$ cat src/rtl/cpa_pkg.sv
// ---------------------------------------------------------------------------
// cpa_pkg
// Shared types, codes and defaults of the contiguous page allocator.
// ---------------------------------------------------------------------------
package cpa_pkg;

  localparam int CPA_MAX_PAGES  = 1024;
  localparam int CPA_PAGE_BYTES = 4096;

  localparam int CFG_W   = 32;
  localparam int CFG_IDX_W = 2;
  localparam int COUNT_W = 11;
  localparam int ADDR_W  = 32;

  localparam logic [ADDR_W-1:0]  BASE_RST  = '0;
  localparam logic [COUNT_W-1:0] PAGES_RST = 11'd1024;
  localparam logic [COUNT_W-1:0] RSVD_RST  = '0;

  typedef enum logic [CFG_IDX_W-1:0] {
    CFG_BASE  = 2'd0,
    CFG_PAGES = 2'd1,
    CFG_RSVD  = 2'd2
  } cfg_idx_t;

  typedef enum logic [1:0] {
    REQ_INIT  = 2'd0,
    REQ_ALLOC = 2'd1,
    REQ_FREE  = 2'd2,
    REQ_NONE  = 2'd3
  } req_type_t;

  typedef enum logic [1:0] {
    STATUS_OK     = 2'd0,
    STATUS_NO_RUN = 2'd1,
    STATUS_RANGE  = 2'd2
  } status_t;

  typedef enum logic [3:0] {
    ST_CLEAR,
    ST_IDLE,
    ST_INIT,
    ST_SCAN,
    ST_MARK,
    ST_FREE_RD,
    ST_FREE_LEN,
    ST_FREE_WR,
    ST_RESP
  } cpa_state_t;

  typedef struct packed {
    req_type_t          req_type;
    logic [COUNT_W-1:0] num_pages;
    logic [ADDR_W-1:0]  phys_address;
  } req_t;

  typedef struct packed {
    status_t           status;
    logic [ADDR_W-1:0] run_address;
  } rsp_t;

  // Write strobes and free-bit write data of the page map memories
  typedef struct packed {
    logic free_we;
    logic free_wbit;
    logic len_we;
  } mem_ctl_t;

endpackage

$ cat src/rtl/cpa_ctrl.sv
// ---------------------------------------------------------------------------
// cpa_ctrl
// Request sequencer: config registers, map sweep, first-fit scan, free walk.
// ---------------------------------------------------------------------------
module cpa_ctrl
  import cpa_pkg::*;
#(
  parameter int MAX_PAGES  = CPA_MAX_PAGES,
  parameter int PAGE_BYTES = CPA_PAGE_BYTES,
  localparam int AW = $clog2(MAX_PAGES)
) (
  input  logic                 clk,
  input  logic                 rst_n,
  input  logic                 cfg_we,
  input  logic [CFG_IDX_W-1:0] cfg_index,
  input  logic [CFG_W-1:0]     cfg_wdata,
  input  logic                 req_valid,
  output logic                 req_ready,
  input  req_t                 req,
  output logic                 rsp_valid,
  input  logic                 rsp_ready,
  output rsp_t                 rsp,
  output mem_ctl_t             mem_ctl,
  output logic [AW-1:0]        waddr,
  output logic [AW-1:0]        raddr,
  output logic [COUNT_W-1:0]   len_wdata,
  input  logic                 free_rd_r,
  input  logic [COUNT_W-1:0]   len_rd_r
);

  localparam int NW       = $clog2(MAX_PAGES + 1);
  localparam int PB_SHIFT = $clog2(PAGE_BYTES);

  cpa_state_t         state_r, state_nxt;
  logic [ADDR_W-1:0]  base_r;
  logic [COUNT_W-1:0] pages_r;
  logic [COUNT_W-1:0] rsvd_r;
  logic [NW-1:0]      ptr_r, ptr_nxt;
  logic               pend_r, pend_nxt;
  logic [NW-1:0]      pidx_r, pidx_nxt;
  logic [NW-1:0]      run_r, run_nxt;
  logic [COUNT_W-1:0] count_r, count_nxt;
  logic [NW-1:0]      start_r, start_nxt;
  logic [NW-1:0]      end_r, end_nxt;
  logic [COUNT_W-1:0] rem_r, rem_nxt;
  status_t            st_r, st_nxt;
  logic [ADDR_W-1:0]  addr_r, addr_nxt;

  logic [NW-1:0]     n_cnt;
  logic [NW-1:0]     r_cnt;
  logic [ADDR_W-1:0] free_diff;
  logic [ADDR_W-1:0] free_idx;
  logic              free_bad;
  logic              count_bad;
  logic              scan_issue;
  logic [NW-1:0]     run_inc;
  logic              scan_hit;
  logic [NW-1:0]     scan_start;
  logic              init_bit;
  logic [ADDR_W-1:0] mark_addr;
  logic              accept;

  // Managed and reserved page counts after clipping
  always_comb begin
    if (32'(pages_r) > 32'(MAX_PAGES)) begin
      n_cnt = NW'(MAX_PAGES);
    end else begin
      n_cnt = NW'(pages_r);
    end
    if (32'(rsvd_r) > 32'(n_cnt)) begin
      r_cnt = n_cnt;
    end else begin
      r_cnt = NW'(rsvd_r);
    end
  end

  assign accept     = req_valid && req_ready;
  assign free_diff  = req.phys_address - base_r;
  assign free_idx   = free_diff >> PB_SHIFT;
  assign free_bad   = (req.phys_address < base_r) || (free_idx >= 32'(n_cnt));
  assign count_bad  = (req.num_pages == '0) || (32'(req.num_pages) > 32'(n_cnt));
  assign scan_issue = ptr_r < n_cnt;
  assign run_inc    = NW'(32'(run_r) + 32'd1);
  assign scan_hit   = 32'(run_inc) == 32'(count_r);
  assign scan_start = NW'(32'(pidx_r) + 32'd1 - 32'(count_r));
  assign init_bit   = (ptr_r >= r_cnt) && (ptr_r < n_cnt);
  assign mark_addr  = base_r + (ADDR_W'(start_r) << PB_SHIFT);

  assign waddr = ptr_r[AW-1:0];
  assign raddr = ptr_r[AW-1:0];
  assign rsp.status      = st_r;
  assign rsp.run_address = addr_r;

  always_ff @(posedge clk) begin
    if (!rst_n) begin
      base_r  <= BASE_RST;
      pages_r <= PAGES_RST;
      rsvd_r  <= RSVD_RST;
    end else if (cfg_we) begin
      case (cfg_index)
        CFG_BASE:  base_r  <= cfg_wdata;
        CFG_PAGES: pages_r <= cfg_wdata[COUNT_W-1:0];
        CFG_RSVD:  rsvd_r  <= cfg_wdata[COUNT_W-1:0];
        default: ;
      endcase
    end
  end

  always_ff @(posedge clk) begin
    if (!rst_n) begin
      state_r <= ST_CLEAR;
      ptr_r   <= '0;
      pend_r  <= 1'b0;
    end else begin
      state_r <= state_nxt;
      ptr_r   <= ptr_nxt;
      pend_r  <= pend_nxt;
    end
  end

  always_ff @(posedge clk) begin
    pidx_r  <= pidx_nxt;
    run_r   <= run_nxt;
    count_r <= count_nxt;
    start_r <= start_nxt;
    end_r   <= end_nxt;
    rem_r   <= rem_nxt;
    st_r    <= st_nxt;
    addr_r  <= addr_nxt;
  end

  always_comb begin : next_logic
    state_nxt = state_r;
    ptr_nxt   = ptr_r;
    pend_nxt  = 1'b0;
    pidx_nxt  = ptr_r;
    run_nxt   = run_r;
    count_nxt = count_r;
    start_nxt = start_r;
    end_nxt   = end_r;
    rem_nxt   = rem_r;
    st_nxt    = st_r;
    addr_nxt  = addr_r;
    unique case (state_r)
      ST_CLEAR, ST_INIT: begin
        ptr_nxt = NW'(32'(ptr_r) + 32'd1);
        if (ptr_r == NW'(MAX_PAGES - 1)) begin
          ptr_nxt   = '0;
          st_nxt    = STATUS_OK;
          addr_nxt  = '0;
          state_nxt = (state_r == ST_CLEAR) ? ST_IDLE : ST_RESP;
        end
      end
      ST_IDLE: begin
        if (accept) begin
          ptr_nxt  = '0;
          st_nxt   = STATUS_OK;
          addr_nxt = '0;
          unique case (req.req_type)
            REQ_INIT: state_nxt = ST_INIT;
            REQ_ALLOC: begin
              if (count_bad) begin
                st_nxt    = STATUS_NO_RUN;
                state_nxt = ST_RESP;
              end else begin
                count_nxt = req.num_pages;
                run_nxt   = '0;
                state_nxt = ST_SCAN;
              end
            end
            REQ_FREE: begin
              if (free_bad) begin
                st_nxt    = STATUS_RANGE;
                state_nxt = ST_RESP;
              end else begin
                ptr_nxt   = NW'(free_idx);
                state_nxt = ST_FREE_RD;
              end
            end
            REQ_NONE: state_nxt = ST_RESP;
          endcase
        end
      end
      ST_SCAN: begin
        // Issue one read per cycle; the free bit comes back in the following cycle
        if (scan_issue) begin
          ptr_nxt  = NW'(32'(ptr_r) + 32'd1);
          pend_nxt = 1'b1;
        end
        if (pend_r) begin
          if (free_rd_r) begin
            run_nxt = run_inc;
            if (scan_hit) begin
              start_nxt = scan_start;
              end_nxt   = pidx_r;
              ptr_nxt   = scan_start;
              pend_nxt  = 1'b0;
              state_nxt = ST_MARK;
            end
          end else begin
            run_nxt = '0;
          end
        end else if (!scan_issue) begin
          st_nxt    = STATUS_NO_RUN;
          state_nxt = ST_RESP;
        end
      end
      ST_MARK: begin
        ptr_nxt = NW'(32'(ptr_r) + 32'd1);
        if (ptr_r == end_r) begin
          st_nxt    = STATUS_OK;
          addr_nxt  = mark_addr;
          state_nxt = ST_RESP;
        end
      end
      ST_FREE_RD: state_nxt = ST_FREE_LEN;
      ST_FREE_LEN: begin
        rem_nxt   = len_rd_r;
        state_nxt = ST_FREE_WR;
      end
      ST_FREE_WR: begin
        if ((rem_r != '0) && (ptr_r < n_cnt)) begin
          ptr_nxt = NW'(32'(ptr_r) + 32'd1);
          rem_nxt = rem_r - 1'b1;
        end else begin
          state_nxt = ST_RESP;
        end
      end
      ST_RESP: begin
        if (rsp_ready) begin
          state_nxt = ST_IDLE;
        end
      end
    endcase
  end

  always_comb begin : out_logic
    req_ready = 1'b0;
    rsp_valid = 1'b0;
    mem_ctl   = '0;
    len_wdata = '0;
    unique case (state_r)
      ST_CLEAR: begin
        mem_ctl.free_we = 1'b1;
        mem_ctl.len_we  = 1'b1;
      end
      ST_INIT: begin
        mem_ctl.free_we   = 1'b1;
        mem_ctl.free_wbit = init_bit;
        mem_ctl.len_we    = 1'b1;
      end
      ST_IDLE: req_ready = 1'b1;
      ST_MARK: begin
        mem_ctl.free_we = 1'b1;
        mem_ctl.len_we  = ptr_r == start_r;
        len_wdata       = count_r;
      end
      ST_FREE_WR: begin
        mem_ctl.free_we   = (rem_r != '0) && (ptr_r < n_cnt);
        mem_ctl.free_wbit = 1'b1;
      end
      ST_RESP: rsp_valid = 1'b1;
      ST_SCAN, ST_FREE_RD, ST_FREE_LEN: ;
    endcase
  end

endmodule

$ cat config.mk
export PLATFORM = sky130hd
export DESIGN_NAME = cpa_ctrl
export DESIGN_NICKNAME = d
export VERILOG_FILES = /design/src/rtl/cpa_pkg.sv /design/src/rtl/cpa_ctrl.sv
export SDC_FILE = /design/constraint.sdc
export NUM_CORES = 1
export LEC_CHECK = 0
export BUFFER_PORTS_ARGS = -buffer_cell sky130_fd_sc_hd__buf_2
export CAP_MARGIN = 20
export CORE_ASPECT_RATIO = 1.4
export CORE_UTILIZATION = 64
export DETAILED_ROUTE_END_ITERATION = 7
export GPL_TIMING_DRIVEN = 0
export PLACE_DENSITY_LB_ADDON = 0.1
export SLEW_MARGIN = 10
export SYNTH_ARGS = -nofsm -noshare
export SYNTH_HDL_FRONTEND = slang
export SYNTH_SLANG_ARGS = --single-unit
$ cat constraint.sdc
create_clock -name clk -period 10.8 [get_ports clk]
set_input_delay 0.54 -clock clk [delete_from_list [all_inputs] [get_ports clk]]
set_output_delay 0.54 -clock clk [all_outputs]
set_load 0.03 [all_outputs]
# Word-level counts from Yosys, hierarchy flattened
# Cells that the tools add are included.
[totals]
register_bits = 170
latchBits = 0
ramBits = 0
mem_bits_ro = 0
out_inout_bits = 70
wordCells = 146
mem_count = 0
[classes]
add_sub_neg = 7
mul = 0
div = 0
n_lt_le_gt_ge = 7
eq_ne = 31
shift = 0
muxes = 57
bitwise_logic = 1
n_reduce_logical = 29
[ops]
columns = ["op", "count"]
rows = [
  ["$mux 11", 18],
  ["$mux 32", 3],
  ["$pmux 32 s3", 1],
  ["$pmux 11 s5", 1],
  ["$mux 4", 12],
  ["$pmux 11 s2", 2],
  ["$add 11x1->11 const B", 3],
  ["$eq 11x11->1", 3],
  ["$add 32x23->32", 1],
  ["$lt 32x32->1", 1],
  ["$pmux 4 s8", 1],
  ["$sub 32x32->32", 1],
  ["$gt 11x11->1", 2],
  ["$ge 20x11->1", 1],
  ["$ne 2x2->1 const B", 9],
  ["$eq 4x3->1 const B", 4],
  ["$pmux 4 s4", 1],
  ["$mux 2", 6],
  ["$reduce_and 4->1", 3],
  ["$eq 11x10->1 const B", 1],
  ["$ge 11x11->1", 1],
  ["$gt 11x11->1 const B", 1],
  ["$logic_not 11->1", 1],
  ["$lt 11x11->1", 1],
  ["30 further kinds", 54],
]

# Logic depth before layout (Yosys ltp)
[logic_depth]
word_depth = 8
depth_mapped = 23
depth_no_buf = 22

# Worst setup path after synthesis
# OpenSTA, ideal clock, no wires.
[synth_timing]
path_kind = "reg2out"
start = "register pages_r[10]"
end = "output mem_ctl[1] in the netlist's numbering"
arrival_time_ns = 4.791
t_required_ns = 10.260
setup_slack_ns = 5.469
path_stages_with_launch = 24
cell_sequence = "dfxtp_1 > inv_1 > clkbuf_1 > nand2_1 > ha_1 > a21o_1 > a21oi_1 > nor2b_1 > o31a_1 > o21a_1 > o21a_1 > o21a_1 > o21ai_1 > mux2_2 > ha_1 > nand2b_1 > a21o_1 > a21o_1 > a21o_1 > a21o_1 > a21o_1 > a21o_1 > a21oi_1 > o211ai_1"
[synth_rtl]
columns = ["element", "line", "source"]
rows = [
  ["start: declaration", "cpa_ctrl.sv:36", "logic [COUNT_W-1:0] pages_r;"],
  ["start signal: assignment", "cpa_ctrl.sv:102", "CFG_PAGES: pages_r <= cfg_wdata[COUNT_W-1:0];"],
  ["end: declaration", "cpa_ctrl.sv:23", "output mem_ctl_t mem_ctl,"],
]

==> results_dict.tcl <==
set metrics [dict create \
    syn_to_final_growth_pct 14.6 \
    gp_congestion 0.985 \
    ios 166 \
    min_path_type "primary input to register" \
    grt_overflow_total 0 \
    syn-num-nets 1623 \
    async_flop_share_pct 0 \
    final-setup-viol-count 0 \
    seq_area_frac_synth_pct 34.7 \
    dieHeight_um 167 \
    cpMaxStageDelayCell "o21ai_1" \
    grt_util_all_layers_pct 36.7 \
    yosys_warnings 0 \
    grt_pass1_vias 11100 \
    crit_top_cell "a21o_1" \
    ys_ff_latch 170 \
    synth_area_sq_um 12400 \
    cellLeakagePower_nw 6.01 \
    rsz0062_at_grt "no" \
    synthCells 1403 \
    finalMaxSlewViolations 0 \
    clockBufferDepth 2 \
    finalHoldViolCount 0 \
    avgSynthCellArea_sq_um 8.82 \
    drtAntennaViolNets 0 \
    holdWs_ns 0.319 \
    grt_start_max_net_pins 21 \
    clk_latency_ns 0.45 \
    post_cts_resized 0 \
    startpoint_type "register" \
    slew_headroom_pct 37.7 \
    tightest_slew_ns 0.933 \
    drc 0 \
    core_sq_um 18800 \
    cap_violations 0 \
    post-place-cells 1816 \
    cts.sinks 170 \
    fmax_mhz 152 \
    fin_tns_setup_ns 0 \
    synth_edf_count 89 \
    cts_tree "yes" \
    reg_top3 "addr_r: 32 flops, base_r: 32 flops" \
    die_x_um 120 \
    initial_utilization_pct 66.0 \
    layout.nets 1812 \
    cellPowerDensity_nw_per_um2 145 \
    path_max_fanout 10 \
    fin_cells 1849 \
    routed_wl_um 36100 \
    required_ns 10.26 \
    fin_crit_sh_pct 60.9 \
    regArea_sq_um 4290 \
    rows 59 \
    fillers 1460 \
    num_antenna_cells 0 \
    path_cells "inv_1, clkbuf_1, nand2_1, ha_1, a21o_1, a21oi_1, nor2b_1, o31a_1, o21a_1, o21a_1, o21a_1, o21ai_1, mux2_2, ha_1, nand2b_1, a21o_1, a21o_1, a21o_1, a21o_1, a21o_1, a21o_1, a21oi_1, o211ai_1, buf_2" \
    multi_input_area_sq_um 7410 \
    end_kind "output port" \
    dieArea_sq_um 19900 \
    critPathKind "register to output port" \
    synthFlopType "edfxtp_1" \
    drive_gt1_share_pct 17.3 \
    antenna_found_initial 0 \
    cts_setup_buffers 0 \
    max_stage_delay_ns 0.58 \
    synth_cell_types 82 \
    cts_hold_buf 0 \
    wire_per_inst_um 19.5 \
    drt_first_pass_iters 8 \
    via_per_inst 6.17 \
    drtIter0Drc 986 \
    grt_pass1_wl_um 57100 \
    skew_ns 0.0136 \
    dpl.hpwl_um 27800 \
    htree_levels 4 \
    vias 11400 \
    clockRootBuffer "clkbuf_16" \
    critPathBufInv 3 \
    cp.arrival_ns 6.04 \
    path_clk_slew_ns 0.07 \
    ir_drop_uv 117 \
    cts_buffers 17 \
    critPathTopFamily "compound AO/OA/AOI/OAI gates" \
    status "complete, no violations" \
    min_period_ns 6.58 \
    io_buffer_count 165 \
]
==> power by group <==
part	switching (mW)	internal (mW)	total, mW
combinational	0.395	0.253	0.648
clock	0.302	0.323	0.625
sequential	0.0466	0.732	0.778
total	0.744	1.31	2.05
==> path summary, 6_finish.rpt <==
check,start,to,slack (ns),cells after the start
setup / recovery,pages_r[10],mem_ctl[1],4.22,24
hold reg to reg,pidx_r[1],end_r[1],0.45,0
setup reg to reg,base_r[8],pidx_nxt[5],5.47,22
hold / removal,req[32],count_r[0],0.32,1
==> metrics by stage <==
stage / setup slack [ns] / util (%) / power, mW / instance area (sq um)
after detailed placement: 4.81 / 72.4 / 1.42 / 13600
after global placement: 4.80 / 72.1 / 1.40 / 13500
final: 4.22 / 75.6 / 2.05 / 14200
after floorplan: 5.47 / - / 1.23 / 12400
after global routing: 3.75 / 75.6 / 2.13 / 14200
after CTS: 4.30 / 75.6 / 2.04 / 14200
==> routing by layer <==
layer	part of all wire (%)	up-vias	GRT usage, %
met4	4.8	0	19.0
li1	-	5413	-
met3	6.7	123	5.86
met2	50	527	64.5
met1	38	5340	42.6
met5	0	-	0
==> cell families (layout without fill, tap and decap cells) <==
| logic type | Yosys count | count (layout) | synth area share (%) |
|---|---|---|---|
| multiplexers | 34 | 34 | 2.98 |
| flip-flops | 170 | 170 | 34.7 |
| XOR/XNOR | 102 | 102 | 7.66 |
| buffers and inverters | 156 | 358 | 5.62 |
| AND/OR/NAND/NOR | 468 | 468 | 18.0 |
| adder cells (fa/ha/maj) | 124 | 124 | 12.7 |
| AO/OA/AOI/OAI | 349 | 349 | 18.4 |
==> synthesized netlist by cell type, types with 8 or more instances <==
cell / n / area [sq um]
nor3_1: 31 / 155
nand3_1: 34 / 170
a22oi_1: 10 / 75.1
mux2i_1: 26 / 260
and3_1: 17 / 106
ha_1: 122 / 1530
o211ai_1: 17 / 128
dfxtp_1: 81 / 1620
a31oi_1: 11 / 68.8
o21ai_1: 9 / 45.0
a21oi_1: 115 / 576
o21bai_1: 8 / 60.1
and2_1: 9 / 56.3
inv_1: 77 / 289
buf_2: 8 / 40.0
nor2_1: 136 / 510
nor3b_1: 8 / 60.1
o21ai_0: 74 / 370
clkbuf_1: 38 / 143
a21o_1: 24 / 180
xor2_1: 43 / 377
nand2_1: 148 / 556
nor2b_1: 15 / 93.8
nor4_1: 10 / 62.6
edfxtp_1: 89 / 2670
o31ai_1: 8 / 60.1
nand4_1: 18 / 113
o21a_1: 9 / 67.6
buf_4: 22 / 165
xnor2_1: 55 / 482
==> cell usage in the layout (no fill, tap or decap), types with 8 or more instances in the layout <==
master / Yosys / routed
nand3_1: 34 / 34
o31ai_1: 8 / 8
nand2_1: 148 / 148
and3_1: 17 / 17
clkbuf_1: 38 / 38
nor3b_1: 8 / 8
xor2_1: 43 / 43
inv_1: 77 / 77
nor2_1: 136 / 134
nor4_1: 10 / 10
o21ai_0: 74 / 74
o21bai_1: 8 / 8
clkbuf_16: 0 / 18
a31oi_1: 11 / 11
and2_1: 9 / 9
o21ai_1: 9 / 9
xnor2_1: 55 / 55
a21o_1: 24 / 24
o211ai_1: 17 / 17
a22oi_1: 10 / 10
nand4_1: 18 / 18
o21a_1: 9 / 9
edfxtp_1: 89 / 89
buf_4: 22 / 25
a21oi_1: 115 / 115
buf_2: 8 / 173
nor3_1: 31 / 31
mux2i_1: 26 / 26
dfxtp_1: 81 / 81
ha_1: 122 / 122
nor2b_1: 15 / 15
==> layout make-up <==
type	count	area share (%)
Buffer	79	2.87
Clock buffer	18	3.18
Clock inverter	14	0.988
Inverter	77	2.04
Multi-Input combinational cell	1077	52.2
Sequential cell	170	30.3
Tap cell	244	2.15
Timing Repair Buffer	170	6.28
(Power assumes the default switching activity.)
